**config.mk**
```make
export PLATFORM = sky130hd
export DESIGN_NAME = line_sensor_position_estimator_unit
export DESIGN_NICKNAME = d
export VERILOG_FILES = /design/src/hw/rtl/lspe_pkg.sv /design/src/hw/rtl/lspe_div.sv /design/src/hw/rtl/lspe_seq.sv /design/src/hw/rtl/line_sensor_position_estimator_unit.sv
export SDC_FILE = /design/constraint.sdc
export NUM_CORES = 1
export LEC_CHECK = 0
export BUFFER_PORTS_ARGS = -buffer_cell sky130_fd_sc_hd__buf_2
export CAP_MARGIN = 40
export CORE_ASPECT_RATIO = 0.5
export CORE_MARGIN = 2
export CORE_UTILIZATION = 45
export DETAILED_ROUTE_END_ITERATION = 7
export PLACE_DENSITY = 0.68
export REMOVE_ABC_BUFFERS = 1
export SKIP_CTS_REPAIR_TIMING = 1
export SYNTH_ARGS = -nofsm -noshare
export SYNTH_HDL_FRONTEND = slang
export SYNTH_SLANG_ARGS = --single-unit
```
**constraint.sdc**
```tcl
create_clock -name clk -period 14.8 [get_ports clk]
set_clock_uncertainty 0.05 [all_clocks]
set_input_delay 2.22 -clock clk [delete_from_list [all_inputs] [get_ports clk]]
set_output_delay 2.22 -clock clk [all_outputs]
set_load 0.1 [all_outputs]
```
**src/hw/rtl/lspe_pkg.sv**
```systemverilog
// ----------------------------------------------------------------------------
// lspe_pkg: line sensor position estimator shared types and constants
// Field widths, register reset values, register indexes and channel structs.
// ----------------------------------------------------------------------------
`default_nettype none

package lspe_pkg;

  localparam int unsigned SENSOR_COUNT = 8;
  localparam int unsigned RAW_WIDTH    = 16;

  localparam int unsigned CAL_W   = 16;
  localparam int unsigned THR_W   = 10;
  localparam int unsigned NORM_W  = 10;
  localparam int unsigned POS_W   = 13;
  localparam int unsigned CNT_W   = 4;
  localparam int unsigned IDX_W   = $clog2(SENSOR_COUNT);
  localparam int unsigned NORM_FULL = 1000;
  localparam int unsigned POS_FULL  = (SENSOR_COUNT - 1) * NORM_FULL;
  localparam int unsigned POS_MID   = POS_FULL / 2;
  localparam int unsigned WGT_W   = $clog2(POS_FULL + 1);
  localparam int unsigned TOTAL_W = $clog2(SENSOR_COUNT * NORM_FULL + 1);
  localparam int unsigned WSUM_W  = $clog2(NORM_FULL * NORM_FULL *
                                           (SENSOR_COUNT * (SENSOR_COUNT - 1) / 2) + 1);

  // shared divider: quotient below 2**QUO_W by construction
  localparam int unsigned NUM_W = RAW_WIDTH + NORM_W;
  localparam int unsigned DEN_W = CAL_W;
  localparam int unsigned QUO_W = POS_W;
  localparam int unsigned STEP_W = $clog2(QUO_W + 1);

  localparam int unsigned CFG_IDX_W  = 3;
  localparam int unsigned CFG_DATA_W = 16;

  localparam logic [CFG_IDX_W-1:0] CFG_CAL_MIN    = 3'd0;
  localparam logic [CFG_IDX_W-1:0] CFG_CAL_MAX    = 3'd1;
  localparam logic [CFG_IDX_W-1:0] CFG_ONLINE_THR = 3'd2;
  localparam logic [CFG_IDX_W-1:0] CFG_WEIGHT_THR = 3'd3;
  localparam logic [CFG_IDX_W-1:0] CFG_DETECT_THR = 3'd4;

  localparam logic [CAL_W-1:0] CAL_MIN_RST    = 16'd180;
  localparam logic [CAL_W-1:0] CAL_MAX_RST    = 16'd3500;
  localparam logic [THR_W-1:0] ONLINE_THR_RST = 10'd200;
  localparam logic [THR_W-1:0] WEIGHT_THR_RST = 10'd100;
  localparam logic [THR_W-1:0] DETECT_THR_RST = 10'd600;

  typedef struct packed {
    logic [RAW_WIDTH-1:0] raw_7;
    logic [RAW_WIDTH-1:0] raw_6;
    logic [RAW_WIDTH-1:0] raw_5;
    logic [RAW_WIDTH-1:0] raw_4;
    logic [RAW_WIDTH-1:0] raw_3;
    logic [RAW_WIDTH-1:0] raw_2;
    logic [RAW_WIDTH-1:0] raw_1;
    logic [RAW_WIDTH-1:0] raw_0;
  } in_payload_t;

  typedef struct packed {
    logic [POS_W-1:0] line_position;
    logic             on_line;
    logic [CNT_W-1:0] detect_count;
    logic             at_crossing;
    logic             crossing_entered;
  } out_payload_t;

  typedef struct packed {
    logic [CAL_W-1:0] cal_min;
    logic [CAL_W-1:0] cal_max;
    logic [THR_W-1:0] online_thr;
    logic [THR_W-1:0] weight_thr;
    logic [THR_W-1:0] detect_thr;
  } cfg_t;

  typedef struct packed {
    logic             start;
    logic [NUM_W-1:0] num;
    logic [DEN_W-1:0] den;
  } div_req_t;

  typedef struct packed {
    logic             done;
    logic [QUO_W-1:0] quo;
  } div_rsp_t;

  typedef struct packed {
    logic start;
    logic ack;
  } seq_ctl_t;

  function automatic logic [WGT_W-1:0] sensor_weight(input logic [IDX_W-1:0] idx);
    return WGT_W'(idx) * WGT_W'(NORM_FULL);
  endfunction

endpackage

`default_nettype wire

```
**src/hw/rtl/lspe_div.sv**
```systemverilog
// ----------------------------------------------------------------------------
// lspe_div: serial restoring divider
// One quotient bit per cycle; the numerator must be below den * 2**QUO_W.
// ----------------------------------------------------------------------------
`default_nettype none

module lspe_div (
  input  wire logic               clk,
  input  wire logic               rst_n,
  input  wire lspe_pkg::div_req_t req,
  output lspe_pkg::div_rsp_t      rsp
);

  logic [lspe_pkg::STEP_W-1:0] cnt_r, cnt_nxt;
  logic [lspe_pkg::DEN_W-1:0]  rem_r, rem_nxt;
  logic [lspe_pkg::DEN_W-1:0]  den_r, den_nxt;
  logic [lspe_pkg::QUO_W-1:0]  low_r, low_nxt;
  logic [lspe_pkg::QUO_W-1:0]  quo_r, quo_nxt;
  logic                        done_r, done_nxt;
  logic [lspe_pkg::DEN_W:0]    trial;
  logic                        fits;

  assign trial = {rem_r, low_r[lspe_pkg::QUO_W-1]};
  assign fits  = trial >= {1'b0, den_r};

  always_comb begin
    cnt_nxt  = cnt_r;
    rem_nxt  = rem_r;
    den_nxt  = den_r;
    low_nxt  = low_r;
    quo_nxt  = quo_r;
    done_nxt = 1'b0;
    if (req.start) begin
      cnt_nxt = lspe_pkg::STEP_W'(lspe_pkg::QUO_W);
      rem_nxt = lspe_pkg::DEN_W'(req.num >> lspe_pkg::QUO_W);
      low_nxt = req.num[lspe_pkg::QUO_W-1:0];
      den_nxt = req.den;
    end else if (cnt_r != '0) begin
      rem_nxt = fits ? lspe_pkg::DEN_W'(trial - {1'b0, den_r})
                     : lspe_pkg::DEN_W'(trial);
      low_nxt = low_r << 1;
      quo_nxt = {quo_r[lspe_pkg::QUO_W-2:0], fits};
      cnt_nxt = cnt_r - 1'b1;
      done_nxt = (cnt_r == lspe_pkg::STEP_W'(1));
    end
  end

  always_ff @(posedge clk) begin
    if (!rst_n) begin
      cnt_r  <= '0;
      done_r <= 1'b0;
    end else begin
      cnt_r  <= cnt_nxt;
      done_r <= done_nxt;
    end
    rem_r <= rem_nxt;
    den_r <= den_nxt;
    low_r <= low_nxt;
    quo_r <= quo_nxt;
  end

  assign rsp.done = done_r;
  assign rsp.quo  = quo_r;

endmodule

`default_nettype wire

```
**src/hw/rtl/lspe_seq.sv**
```systemverilog
// ----------------------------------------------------------------------------
// lspe_seq: frame sequencer
// Shifts readings out one sensor at a time, normalizes, accumulates the
// weighted sums and finishes position and crossing state.
// ----------------------------------------------------------------------------
`default_nettype none

module lspe_seq (
  input  wire logic                  clk,
  input  wire logic                  rst_n,
  input  wire lspe_pkg::seq_ctl_t    ctl,
  input  wire lspe_pkg::in_payload_t frame,
  input  wire lspe_pkg::cfg_t        cfg,
  output logic                       res_valid,
  output lspe_pkg::out_payload_t     result,
  output lspe_pkg::div_req_t         div_req,
  input  wire lspe_pkg::div_rsp_t    div_rsp
);

  localparam int unsigned SH_W = lspe_pkg::SENSOR_COUNT * lspe_pkg::RAW_WIDTH;

  localparam logic [2:0] S_IDLE  = 3'd0;
  localparam logic [2:0] S_NORM  = 3'd1;
  localparam logic [2:0] S_WAITN = 3'd2;
  localparam logic [2:0] S_ACC   = 3'd3;
  localparam logic [2:0] S_ADD   = 3'd4;
  localparam logic [2:0] S_FIN   = 3'd5;
  localparam logic [2:0] S_WAITP = 3'd6;
  localparam logic [2:0] S_DONE  = 3'd7;

  logic [2:0]                   state_r, state_nxt;
  logic [SH_W-1:0]              sh_r, sh_nxt;
  logic [lspe_pkg::IDX_W-1:0]   idx_r, idx_nxt;
  logic [lspe_pkg::NORM_W-1:0]  v_r, v_nxt;
  logic [lspe_pkg::WSUM_W-1:0]  wprod_r, wprod_nxt;
  logic [lspe_pkg::WSUM_W-1:0]  wsum_r, wsum_nxt;
  logic [lspe_pkg::TOTAL_W-1:0] total_r, total_nxt;
  logic [lspe_pkg::CNT_W-1:0]   count_r, count_nxt;
  logic                         online_r, online_nxt;
  logic [lspe_pkg::POS_W-1:0]   pos_r, pos_nxt;
  logic                         flag_r, flag_nxt;
  logic                         entered_r, entered_nxt;
  logic [lspe_pkg::NUM_W-1:0]   dnum_r, dnum_nxt;
  logic [lspe_pkg::DEN_W-1:0]   dden_r, dden_nxt;
  logic                         dstart_r, dstart_nxt;

  logic [lspe_pkg::RAW_WIDTH-1:0] raw;
  logic [lspe_pkg::RAW_WIDTH-1:0] diff;
  logic [lspe_pkg::CAL_W-1:0]     span;
  logic                           low_side;

  assign raw      = sh_r[lspe_pkg::RAW_WIDTH-1:0];
  assign diff     = raw - cfg.cal_min;
  assign span     = cfg.cal_max - cfg.cal_min;
  assign low_side = (cfg.cal_max <= cfg.cal_min) || (raw <= cfg.cal_min);

  always_comb begin
    state_nxt   = state_r;
    sh_nxt      = sh_r;
    idx_nxt     = idx_r;
    v_nxt       = v_r;
    wprod_nxt   = wprod_r;
    wsum_nxt    = wsum_r;
    total_nxt   = total_r;
    count_nxt   = count_r;
    online_nxt  = online_r;
    pos_nxt     = pos_r;
    flag_nxt    = flag_r;
    entered_nxt = entered_r;
    dnum_nxt    = dnum_r;
    dden_nxt    = dden_r;
    dstart_nxt  = 1'b0;
    unique case (state_r)
      S_IDLE: begin
        if (ctl.start) begin
          sh_nxt     = frame;
          idx_nxt    = '0;
          wsum_nxt   = '0;
          total_nxt  = '0;
          count_nxt  = '0;
          online_nxt = 1'b0;
          state_nxt  = S_NORM;
        end
      end
      S_NORM: begin
        if (low_side) begin
          v_nxt     = '0;
          state_nxt = S_ACC;
        end else if (diff >= span) begin
          v_nxt     = lspe_pkg::NORM_W'(lspe_pkg::NORM_FULL);
          state_nxt = S_ACC;
        end else begin
          dnum_nxt   = lspe_pkg::NUM_W'(diff) * lspe_pkg::NUM_W'(lspe_pkg::NORM_FULL);
          dden_nxt   = span;
          dstart_nxt = 1'b1;
          state_nxt  = S_WAITN;
        end
      end
      S_WAITN: begin
        if (div_rsp.done) begin
          v_nxt     = div_rsp.quo[lspe_pkg::NORM_W-1:0];
          state_nxt = S_ACC;
        end
      end
      S_ACC: begin
        wprod_nxt = '0;
        if (v_r > cfg.weight_thr) begin
          wprod_nxt = lspe_pkg::WSUM_W'(v_r) *
                      lspe_pkg::WSUM_W'(lspe_pkg::sensor_weight(idx_r));
          total_nxt = total_r + lspe_pkg::TOTAL_W'(v_r);
        end
        if (v_r > cfg.online_thr) begin
          online_nxt = 1'b1;
        end
        if (v_r > cfg.detect_thr) begin
          count_nxt = count_r + 1'b1;
        end
        state_nxt = S_ADD;
      end
      S_ADD: begin
        wsum_nxt = wsum_r + wprod_r;
        sh_nxt   = sh_r >> lspe_pkg::RAW_WIDTH;
        idx_nxt  = idx_r + 1'b1;
        state_nxt = (idx_r == lspe_pkg::IDX_W'(lspe_pkg::SENSOR_COUNT - 1)) ? S_FIN : S_NORM;
      end
      S_FIN: begin
        if (count_r == lspe_pkg::CNT_W'(lspe_pkg::SENSOR_COUNT)) begin
          flag_nxt    = 1'b1;
          entered_nxt = !flag_r;
        end else begin
          flag_nxt    = 1'b0;
          entered_nxt = 1'b0;
        end
        if (!online_r) begin
          pos_nxt   = (pos_r < lspe_pkg::POS_W'(lspe_pkg::POS_MID))
                      ? '0 : lspe_pkg::POS_W'(lspe_pkg::POS_FULL);
          state_nxt = S_DONE;
        end else if (total_r != '0) begin
          dnum_nxt   = lspe_pkg::NUM_W'(wsum_r);
          dden_nxt   = lspe_pkg::DEN_W'(total_r);
          dstart_nxt = 1'b1;
          state_nxt  = S_WAITP;
        end else begin
          state_nxt = S_DONE;
        end
      end
      S_WAITP: begin
        if (div_rsp.done) begin
          pos_nxt   = div_rsp.quo;
          state_nxt = S_DONE;
        end
      end
      S_DONE: begin
        if (ctl.ack) begin
          state_nxt = S_IDLE;
        end
      end
      default: begin
        state_nxt = S_IDLE;
      end
    endcase
  end

  always_ff @(posedge clk) begin
    if (!rst_n) begin
      state_r  <= S_IDLE;
      pos_r    <= '0;
      flag_r   <= 1'b0;
      dstart_r <= 1'b0;
    end else begin
      state_r  <= state_nxt;
      pos_r    <= pos_nxt;
      flag_r   <= flag_nxt;
      dstart_r <= dstart_nxt;
    end
    sh_r      <= sh_nxt;
    idx_r     <= idx_nxt;
    v_r       <= v_nxt;
    wprod_r   <= wprod_nxt;
    wsum_r    <= wsum_nxt;
    total_r   <= total_nxt;
    count_r   <= count_nxt;
    online_r  <= online_nxt;
    entered_r <= entered_nxt;
    dnum_r    <= dnum_nxt;
    dden_r    <= dden_nxt;
  end

  assign div_req.start = dstart_r;
  assign div_req.num   = dnum_r;
  assign div_req.den   = dden_r;

  assign res_valid               = (state_r == S_DONE);
  assign result.line_position    = pos_r;
  assign result.on_line          = online_r;
  assign result.detect_count     = count_r;
  assign result.at_crossing      = flag_r;
  assign result.crossing_entered = entered_r;

endmodule

`default_nettype wire

```
**src/hw/rtl/line_sensor_position_estimator_unit.sv**
```systemverilog
// ----------------------------------------------------------------------------
// line_sensor_position_estimator_unit: weighted line position from 8 readings
// Each frame uses the shared serial divider once per normalized reading that is
// not clamped, and once more for the average when on line with nonzero total.
// One frame in flight; a new request is taken the cycle after the result is
// registered, which waits until the result side is ready.
// Synchronous reset: calibration defaults, position 0, crossing flag clear.
// ----------------------------------------------------------------------------
`default_nettype none

module line_sensor_position_estimator_unit (
  input  wire logic                                clk,
  input  wire logic                                rst_n,
  input  wire logic                                in_valid,
  output logic                                     in_ready,
  input  wire lspe_pkg::in_payload_t               in_data,
  output logic                                     out_valid,
  input  wire logic                                out_ready,
  output lspe_pkg::out_payload_t                   out_data,
  input  wire logic                                cfg_valid,
  output logic                                     cfg_ready,
  input  wire logic [lspe_pkg::CFG_IDX_W-1:0]      cfg_index,
  input  wire logic [lspe_pkg::CFG_DATA_W-1:0]     cfg_data
);

  lspe_pkg::cfg_t         cfg_r;
  lspe_pkg::out_payload_t out_data_r;
  lspe_pkg::out_payload_t result;
  lspe_pkg::seq_ctl_t     ctl;
  lspe_pkg::div_req_t     div_req;
  lspe_pkg::div_rsp_t     div_rsp;
  logic                   out_valid_r;
  logic                   busy_r;
  logic                   res_valid;

  assign cfg_ready = 1'b1;
  assign in_ready  = !busy_r;
  assign ctl.start = in_valid && in_ready;
  assign ctl.ack   = res_valid && (!out_valid_r || out_ready);

  always_ff @(posedge clk) begin
    if (!rst_n) begin
      cfg_r.cal_min    <= lspe_pkg::CAL_MIN_RST;
      cfg_r.cal_max    <= lspe_pkg::CAL_MAX_RST;
      cfg_r.online_thr <= lspe_pkg::ONLINE_THR_RST;
      cfg_r.weight_thr <= lspe_pkg::WEIGHT_THR_RST;
      cfg_r.detect_thr <= lspe_pkg::DETECT_THR_RST;
    end else if (cfg_valid && cfg_ready) begin
      unique case (cfg_index)
        lspe_pkg::CFG_CAL_MIN:    cfg_r.cal_min    <= cfg_data;
        lspe_pkg::CFG_CAL_MAX:    cfg_r.cal_max    <= cfg_data;
        lspe_pkg::CFG_ONLINE_THR: cfg_r.online_thr <= cfg_data[lspe_pkg::THR_W-1:0];
        lspe_pkg::CFG_WEIGHT_THR: cfg_r.weight_thr <= cfg_data[lspe_pkg::THR_W-1:0];
        lspe_pkg::CFG_DETECT_THR: cfg_r.detect_thr <= cfg_data[lspe_pkg::THR_W-1:0];
        default: begin
        end
      endcase
    end
  end

  always_ff @(posedge clk) begin
    if (!rst_n) begin
      busy_r      <= 1'b0;
      out_valid_r <= 1'b0;
    end else begin
      if (ctl.start) begin
        busy_r <= 1'b1;
      end else if (ctl.ack) begin
        busy_r <= 1'b0;
      end
      if (ctl.ack) begin
        out_valid_r <= 1'b1;
      end else if (out_ready) begin
        out_valid_r <= 1'b0;
      end
    end
    if (ctl.ack) begin
      out_data_r <= result;
    end
  end

  assign out_valid = out_valid_r;
  assign out_data  = out_data_r;

  lspe_div u_div (
    .clk   (clk),
    .rst_n (rst_n),
    .req   (div_req),
    .rsp   (div_rsp)
  );

  lspe_seq u_seq (
    .clk       (clk),
    .rst_n     (rst_n),
    .ctl       (ctl),
    .frame     (in_data),
    .cfg       (cfg_r),
    .res_valid (res_valid),
    .result    (result),
    .div_req   (div_req),
    .div_rsp   (div_rsp)
  );

  a_accept_busy: assert property (@(posedge clk) disable iff (!rst_n)
    in_valid && in_ready |=> !in_ready)
    else $error("request accepted but block not busy");

  a_pos_range: assert property (@(posedge clk) disable iff (!rst_n)
    out_valid |-> out_data.line_position <= lspe_pkg::POS_W'(lspe_pkg::POS_FULL))
    else $error("line position out of range");

  a_entered_flag: assert property (@(posedge clk) disable iff (!rst_n)
    out_valid && out_data.crossing_entered |-> out_data.at_crossing)
    else $error("crossing entry without crossing flag");

  a_count_range: assert property (@(posedge clk) disable iff (!rst_n)
    out_valid |-> out_data.detect_count <= lspe_pkg::CNT_W'(lspe_pkg::SENSOR_COUNT))
    else $error("detect count out of range");

endmodule

`default_nettype wire

```
==> run summary <==
initial DRC count: 1190
setup TNS: 0 ns
crit path capture: u_seq.wprod_r[20]
Filler Cell Count: 5200
multi-input logic area: 14150 um2
CTS Buf Count: 39
final WL: 61.02 mm
Yosys reg bits: 403
syn_area_per_cell: 9.921 um2
Final min period: 7.715 ns
Area Overhead vs Synth: 11.34%
Synth cell types: 80
Gate Count Post-Synth: 2683
Detailed Place HPWL: 45.57 mm
Bufs on Longest Clock Path: 3
Setup violations, final: 0
initial antenna violation count: 9
met3 usage: 3.835%
DRC viols: 0
Hold Vio Cnt, Final: 0
DRT antenna net count: 0
grt met2 use: 32.64%
worst reg2reg path startpoint: u_seq.idx_r[0]
Worst-Margin Slew: 1.140 ns
routed vias/inst: 5.225
Pre-antenna DRT Iters: 5
relative slew slack: 24.01%
largest net degree at the start of global routing: 154
crit share post-route: 52.13%
number of max-cap violations: 0
kind of start point of the critical path: flip-flop
Hold Startpoint: u_seq.dden_r[13]
gr ovfl total: 0
post-synthesis async set-or-reset flop share: 0%
critical path arrival: 7.94 ns
GR met1 Demand/Resource: 27.79%
HP Class: reg -> reg
Placement Rows: 62
Hold Path Stages: 0
Max Clock Freq: 129.6 MHz
Core Area: 57950 um2
clk sink count: 403
R2R setup slack: 7.09 ns
Critical Path Start: u_seq.idx_r[0]
outcome: finished clean
Cell Area, Synth: 26620 um2
CTS clk-pin slew, worst paths: 0.07 ns
die height: 176.0 um
CTS H-tree lvls: 2
Reg area: 11200 um2
CTS root buf: clkbuf_16
GRT Total Usage: 20.08%
RSZ-0062 raised after global routing: no
nets: 3354
CP max FO: 15
I/O pin cnt: 175
first-pass GRT wire length: 98.66 mm
reg2reg path depth: 23
Port Buffer Count: 173
Syn. warnings: 0
routability cong.: 0.8432
TritonCTS clock tree: done
vias in the first global route: 18881
ys flop type: edfxtp_1
wire per inst: 16.78 um
Skew-Pair Late Insertion Delay: 0.57 ns
die width: 348.0 um
Seq/Total Area, Yosys: 42.08%
Worst EP required: 15.03 ns
number of synthesized flops with an enable pin: 313
share of cells above drive strength 1: 10.03%
Slew Viols, Final: 0
Die Area: 61230 um2
RR Endpoint: u_seq.wprod_r[20]
busiest grt layer: met2
Worst setup EP type: flip-flop
Via Count: 18998
Crit Path Class: reg -> reg
Initial Utilization: 45.94%
metrics by stage:
| stage | std cells | worst slack, ns | area, um2 | utilization (%) | hold slack (ns) |
|---|---|---|---|---|---|
| 6_report | 3636 | 7.085 | 29640 | 51.14 | 0.3683 |
| 5_1_grt | 3635 | 6.652 | 29630 | 51.14 | 0.3737 |
| 4_1_cts | 3629 | 7.061 | 29620 | 51.11 | 0.3634 |
| 3_5_place_dp | 3558 | 7.120 | 28370 | 48.97 | 0.3552 |
| 3_3_place_gp | 3550 | 7.316 | 28260 | 48.77 | 0.3528 |
| 2_1_floorplan | 2595 | 0.009688 | 26280 | - | 0.3503 |
logic make-up (layout without fill, tap and decap cells):
logic type | Yosys count | count (layout) | synth area share (%)
xor+xnor | 97 | 97 | 3.192
fa+ha+maj | 371 | 371 | 20.96
flops | 403 | 403 | 42.08
simple gates | 993 | 993 | 16.64
other cells | 1 | 8 | 0.01409
compound gates | 446 | 446 | 11.17
buf+inv | 346 | 524 | 4.917
mux | 26 | 26 | 1.025
layout by cell type (no fill, tap or decap), types with 39 or more instances in the layout:
master	count
nand2_1	573
edfxtp_1	313
inv_1	257
ha_1	246
buf_2	174
nor2_1	137
fa_1	125
a21oi_1	107
dfxtp_1	89
and2_1	79
a21o_1	68
o21ai_0	61
xnor2_1	58
nor2b_1	49
a21boi_0	40
clkbuf_16	40
xor2_1	39
registers in the layout, indices dropped and copies added, names as in the netlist, 4 cells and up:
name	count
u_div.quo_r	13
u_seq.wprod_r	20
u_seq.wsum_r	22
u_seq.v_r	10
u_seq.dnum_r	23
cfg_r	62
u_div.den_r	16
u_div.low_r	10
u_seq.count_r	4
u_div.cnt_r	4
u_seq.dden_r	16
out_data	20
u_div.rem_r	16
u_seq.sh_r	128
u_seq.pos_r	13
u_seq.total_r	13
worst min path at each step:
| stage | slack (ns) | end |
|---|---|---|
| 2_1_floorplan | 0.35 | out_data[0] |
| 3_3_place_gp | 0.35 | u_div.den_r[8] |
| 3_5_place_dp | 0.36 | u_div.den_r[0] |
| 4_1_cts | 0.36 | u_div.den_r[0] |
| 5_1_grt | 0.37 | u_div.den_r[11] |
| 6_report | 0.37 | u_div.den_r[13] |
worst max-delay path, cell delays in order, from the launching register on:
cell and delay, ns:
edfxtp_1 0.63, fa_1 0.67, ha_1 0.32, a21o_1 0.12
a21oi_1 0.07, nor2_1 0.09, nor2_1 0.06, xnor2_1 0.65
nand2_1 0.19, fa_1 0.52, fa_1 0.54, inv_1 0.05
fa_1 0.50, fa_1 0.52, fa_1 0.43, ha_1 0.34
a21o_1 0.17, a21o_1 0.18, a21o_1 0.17, a31o_1 0.20
a21o_1 0.21, a21o_1 0.22, nor4b_1 0.15, or3_1 0.36
cell usage after synthesis (26+ instances only):
library cell  count  share of area, %
fa_1            125               9.4
and2_1           80               1.9
xnor2_1          58               1.9
xor2_1           39               1.3
o21ai_1          26              0.49
ha_1            246                12
a21boi_0         40               1.1
dfxtp_1          90               6.8
edfxtp_1        313                35
nand3_1          26              0.49
inv_1           257               3.6
nand2_1         574               8.1
a21oi_1         107               2.0
clkbuf_1         80               1.1
nor2_1          138               1.9
a21o_1           68               1.9
o21ai_0          62               1.2
nor2b_1          49               1.2
nand2b_1         28              0.66
cell type report:
cell class	instances	area share, %
Multi-Input combinational cell	1934	47.73
Sequential cell	403	37.80
Timing Repair Buffer	195	3.698
Clock buffer	52	3.631
Inverter	258	3.268
Tap cell	768	3.242
Clock inverter	19	0.5699
Antenna cell	7	0.05910
metal layers:
metal | vias to the layer above | wire length (um)
met1 | 9082 | 28390
met2 | 406 | 27690
met3 | 81 | 3577
li1 | 9429 | -
met5 | - | 0
met4 | 0 | 1359
Power is not shown: default switching activity piles up to over one toggle a cycle in this logic, so the estimate is an artifact.
